**config.mk**
```make
export PLATFORM = sky130hd
export DESIGN_NAME = sem_cell
export DESIGN_NICKNAME = d
export VERILOG_FILES = /design/src/sv/sem_pkg.sv /design/src/sv/sem_cell.sv
export SDC_FILE = /design/constraint.sdc
export NUM_CORES = 1
export LEC_CHECK = 0
export BUFFER_PORTS_ARGS = -buffer_cell sky130_fd_sc_hd__buf_2
export CAP_MARGIN = 30
export CELL_PAD_IN_SITES_DETAIL_PLACEMENT = 0
export CELL_PAD_IN_SITES_GLOBAL_PLACEMENT = 2
export CORE_ASPECT_RATIO = 1.4
export CORE_MARGIN = 2
export CORE_UTILIZATION = 25
export DETAILED_ROUTE_END_ITERATION = 16
export PLACE_DENSITY_LB_ADDON = 0.1
export SYNTH_ARGS = -nofsm -noshare
export SYNTH_HDL_FRONTEND = slang
export SYNTH_SLANG_ARGS = --single-unit
```
**constraint.sdc**
```tcl
create_clock -name clk -period 3.21 [get_ports clk]
set_clock_uncertainty 0.2 [all_clocks]
set_input_delay 0.8025 -clock clk [delete_from_list [all_inputs] [get_ports clk]]
set_output_delay 0.8025 -clock clk [all_outputs]
set_load 0.005 [all_outputs]
```
**src/sv/sem_pkg.sv**
```systemverilog
// ----------------------------------------------------------------------------
// sem_pkg
// Shared types and constants for the RGB Sobel edge magnitude block.
// ----------------------------------------------------------------------------
package sem_pkg;

	localparam int unsigned MaxHeight = 4096;
	localparam int unsigned SatLimit = 255;
	localparam int unsigned GradW = 11;
	localparam int unsigned SqW = 22;
	localparam int unsigned RootBits = 11;
	localparam int unsigned ChanCount = 3;

	localparam logic [1:0] RegWidth = 2'd0;
	localparam logic [1:0] RegHeight = 2'd1;

	typedef logic [23:0] pix_t;
	typedef logic [7:0] chan_t;

	// one channel's work in flight along the square-root cell chain
	typedef struct packed {
		logic [SqW-1:0]      rem;
		logic [RootBits-1:0] root;
		logic [SqW-1:0]      n;
	} sqrt_lane_t;

	typedef struct packed {
		logic valid;
		logic last;
	} tag_t;

	function automatic chan_t chan_of(input pix_t p, input int unsigned k);
		chan_t r;
		r = p[8*(2-k) +: 8];
		return r;
	endfunction

endpackage

```
**src/sv/sem_cell.sv**
```systemverilog
// ----------------------------------------------------------------------------
// sem_cell
// One step of the restoring square root: settles one bit of one root.
// ----------------------------------------------------------------------------
module sem_cell
	import sem_pkg::*;
(
	input  logic       clk,
	input  sqrt_lane_t lane_in,
	output sqrt_lane_t lane_out
);

	logic [SqW+1:0] trial;
	logic [SqW+1:0] rem_sh;

	always_comb begin
		rem_sh = {lane_in.rem, lane_in.n[SqW-1 -: 2]};
		trial  = (SqW+2)'({lane_in.root, 2'b01});
	end

	always_ff @(posedge clk) begin
		lane_out.n <= {lane_in.n[SqW-3:0], 2'b00};
		if (rem_sh >= trial) begin
			lane_out.rem  <= SqW'(rem_sh - trial);
			lane_out.root <= {lane_in.root[RootBits-2:0], 1'b1};
		end else begin
			lane_out.rem  <= SqW'(rem_sh);
			lane_out.root <= {lane_in.root[RootBits-2:0], 1'b0};
		end
	end

endmodule

```
# Word-level counts from Yosys, hierarchy flattened
# Index checks and enable logic that the tools add are counted.
[totals] reg_bits=53 in_bits=56
[op_classes] add_sub_neg=1 order_cmp=1 mux=1
[op_table] op="$mux W33" count=1
[op_table] op="$ge A24 B13 Y1" count=1
[op_table] op="$sub A22 B13 Y22" count=1

# Logic depth before layout (Yosys ltp)
[depth] depth_word=2 depth_mapped=11 ltp_nobuf=9

# Least setup slack after synthesis
# OpenSTA, ideal clock, no wires.
[synth_timing] path_kind="input to register" from="input port lane_in[23] in the netlist's numbering" to="register lane_out[39] in the netlist's numbering" arrival_time_ns=2.679 required_ns=2.888 path_slack_ns=0.210 stages=10 path_cell_list="inv_1 -> ha_1 -> o211ai_1 -> a21oi_1 -> a211oi_2 -> o21ai_1 -> a211oi_2 -> buf_4 -> buf_4 -> o21ai_0"
[synth_between] elab_chain_cells=2 word_cells_on_any_way=3
[synth_rtl] item="start: declaration" line="sem_cell.sv:9" text="input sqrt_lane_t lane_in,"
[synth_rtl] item="$sub A22 B13 Y22 / $ge A24 B13 Y1 (equally long branches)" line="sem_cell.sv:24, sem_cell.sv:23"
[synth_rtl] item="$mux W33 (*)" line="sem_cell.sv:23" text="if (rem_sh >= trial) begin"
[synth_rtl] item="end: declaration" line="sem_cell.sv:10" text="output sqrt_lane_t lane_out"
# Every way passes the cells marked *; elsewhere a longest branch is shown, timed or not.

# Worst setup path after layout
[layout_timing] from="input port lane_in[24] in the netlist's numbering" to="register lane_out[52] in the netlist's numbering"
# The elaborated chain is that of the path after synthesis.

==> flow_metrics.py <==
metrics = {
    "cts": {
        "clockBufferDepth": 2,
        "numCtsBuffers": 5,
        "cts_setup_buffers": 0,
        "hold_buffers": 0,
        "htreeDepth": 2,
        "post_cts_resized": 0,
        "cts_sinks": 53,
        "cts.clk_slew.worst_paths_ns": 0.07,
        "cts_tree": "yes",
        "ctsRootBufferMaster": "clkbuf_16",
    },
    "critical_path": {
        "worstSetupStartpoint": "lane_in[24]",
        "critPathTopFamily": "compound AO/OA/AOI/OAI gates",
        "crit_path_end": "lane_out[52]",
        "cp.depth": 10,
        "crit_arrival_ns": 2.88,
        "cp-end-kind": "flip-flop",
        "critical_path.cell_chain": "buf_2 > inv_1 > ha_1 > a2111oi_2 > o21ai_1 > a221oi_2 > a21oi_2 > and3_4 > a2111oi_4 > xor2_1",
        "slowest_stage": "a2111oi_4",
        "cp.required_ns": 3.23,
        "crit_type": "primary input to flip-flop",
        "start_kind": "primary input",
        "cp_max_fo": 5,
        "critical_path_buf_inv_count": 2,
        "slowest_delay_ns": 0.35,
    },
    "timing": {
        "fin_ws_ns": 0.3512,
        "hold-worst-slack_ns": 0.4030,
        "period_share_pct": 89.06,
        "tns_ns": 0,
        "hold_viol": 0,
        "drv_slew": 0,
        "finalSetupViolations": 0,
        "rsz0062_at_grt": "false",
        "fmax_mhz": 349.8,
        "fin_crit_ns": 2.859,
    },
    "layout": {
        "final_common_cell": "buf_2",
        "num_antenna_cells": 0,
        "drive_above_1_share_pct": 42.60,
        "regMostFlops": "lane_out",
        "largestRegisters": "lane_out (53)",
        "final_cell_mix": "buf_2, dfxtp_1, nand2_1, inv_1, buf_4",
        "finalNetCount": 399,
        "final_area_mm2": 0.003008,
        "fillCellCount": 880,
        "syn2layout_area_growth_pct": 42.76,
        "largest_register_ffs": 53,
        "finish.utilization_pct": 36.69,
    },
    "drt": {
        "antenna_left": 0,
        "wire_per_inst_um": 12.34,
        "vias_per_cell": 4.259,
        "drc": 0,
        "drtIter0Drc": 27,
        "routed_wl_um": 5344,
        "drt_first_pass_iters": 4,
        "dr_total_vias": 1844,
    },
    "place": {
        "placed_area_mm2": 0.002858,
        "port_buffers": 108,
        "hpwlAfterDp_um": 4398,
        "pre_cts_slack_ns": 0.01599,
        "gp_congestion": 0.7262,
    },
    "global_route": {
        "gr-usage-met2_pct": 22.13,
        "busiest_layer": "met2",
        "grt_overflow_total": 0,
        "gr-usage-met3_pct": 2.733,
        "first_global_vias": 1857,
        "grt_max_degree": 19,
        "grt_use_total_pct": 11.87,
        "grt_pass1_wl_um": 8328,
        "groute.layer.met1.usage_pct": 12.41,
        "antenna_found_initial": 0,
    },
    "synthesis": {
        "synth-compound-area-share_pct": 14.67,
        "yosysUniqueCellTypes": 38,
        "yosysWarnings": 0,
        "synth-simple-area-share_pct": 13.24,
        "synth_edf_count": 0,
        "synthAdderAreaFrac_pct": 7.720,
        "synth_xor_area_share_pct": 8.729,
        "async_reset_ff_share_pct": 0,
        "seq_area_frac_synth_pct": 50.36,
        "synth_cells": 205,
        "syn_area_per_cell_um2": 10.28,
        "ys.flop_type": "dfxtp_1",
        "synth_area_mm2": 0.002107,
        "synth_top_family_by_area": "compound AO/OA/AOI/OAI gates",
        "ys_ff_latch": 53,
        "synthMuxAreaShare_pct": 0.4751,
    },
    "outcome": {
        "status": "complete, no violations",
    },
    "power_and_ir_drop": {
        "p_leak_uw": 0.001424,
        "ir_drop_uv": 207.1,
        "power_density_mw_per_mm2": 522.0,
    },
    "die": {
        "die_w_um": 81.59,
        "row_count": 39,
        "core_area_mm2": 0.008198,
        "io_pins": 111,
        "die_height_um": 112.6,
        "die-area_mm2": 0.009189,
        "start_util_pct": 25.70,
    },
    "hold_path": {
        "holdPathStages": 1,
        "hp-class": "primary input to flip-flop",
    },
    "run": {
        "cap_violations": 0,
    },
}
cells by family after synthesis:
group,Yosys count
adder cells (fa/ha/maj),13
other,1
AO/OA/AOI/OAI,42
flip-flops,53
buffers and inverters,21
AND/OR/NAND/NOR,53
XOR/XNOR,21
multiplexers,1
synth_stat cells, drive strengths merged (2+ instances only):
library cell / count / area (um2)
a2111oi: 2 / 42.54
a211oi: 4 / 40.03
a21o: 2 / 15.01
a21oi: 9 / 48.80
a221oi: 2 / 23.77
buf: 5 / 37.54
dfxtp: 53 / 1061
ha: 13 / 162.7
inv: 15 / 56.30
nand2: 17 / 63.81
nand2b: 4 / 25.02
nand3: 3 / 15.01
nand4: 3 / 18.77
nand4b: 2 / 17.52
nor2: 9 / 33.78
nor3: 5 / 25.02
nor4: 2 / 12.51
o211ai: 2 / 15.01
o21ai: 16 / 80.08
o31ai: 2 / 15.01
or3: 2 / 12.51
or4: 3 / 22.52
xnor2: 7 / 61.31
xor2: 14 / 122.6
through the flow:
stage | cells | total power, uW
2_1_floorplan | 206 | 895.1
3_3_place_gp | 425 | 1050
3_5_place_dp | 425 | 1048
4_1_cts | 433 | 1607
5_1_grt | 433 | 1667
6_report | 433 | 1570
routing by layer:
metal / wire length [um] / part of all wire [%]
met1: 1971 / 37
met2: 2872 / 54
met3: 408 / 7.6
met4: 92 / 1.7
met5: 0 / 0
power by group:
part	leakage [uW]	switching, uW	total, uW	internal, uW
logic	0.000906	144	291	147
clock network	0.0000704	251	544	293
registers	0.000447	12.9	734	721
how the worst min path moves through the flow:
stage	slack, ns	start	endpoint
3_5_place_dp	0.71	lane_in[16]	lane_out[18]
3_3_place_gp	0.70	lane_in[12]	lane_out[14]
5_1_grt	0.39	lane_in[1]	lane_out[3]
4_1_cts	0.39	lane_in[1]	lane_out[3]
2_1_floorplan	0.63	lane_in[8]	lane_out[10]
6_report	0.40	lane_in[16]	lane_out[18]
layout make-up:
class	count	area, um2	area share, %
clock buffer	5	125.1	4.160
clock inverter	3	25.02	0.8319
inverter	15	56.30	1.872
multi-input combinational	132	959.7	31.91
sequential	53	1061	35.27
tap	102	127.6	4.243
timing repair buffer	123	653.1	21.71
(Power assumes the default switching activity.)
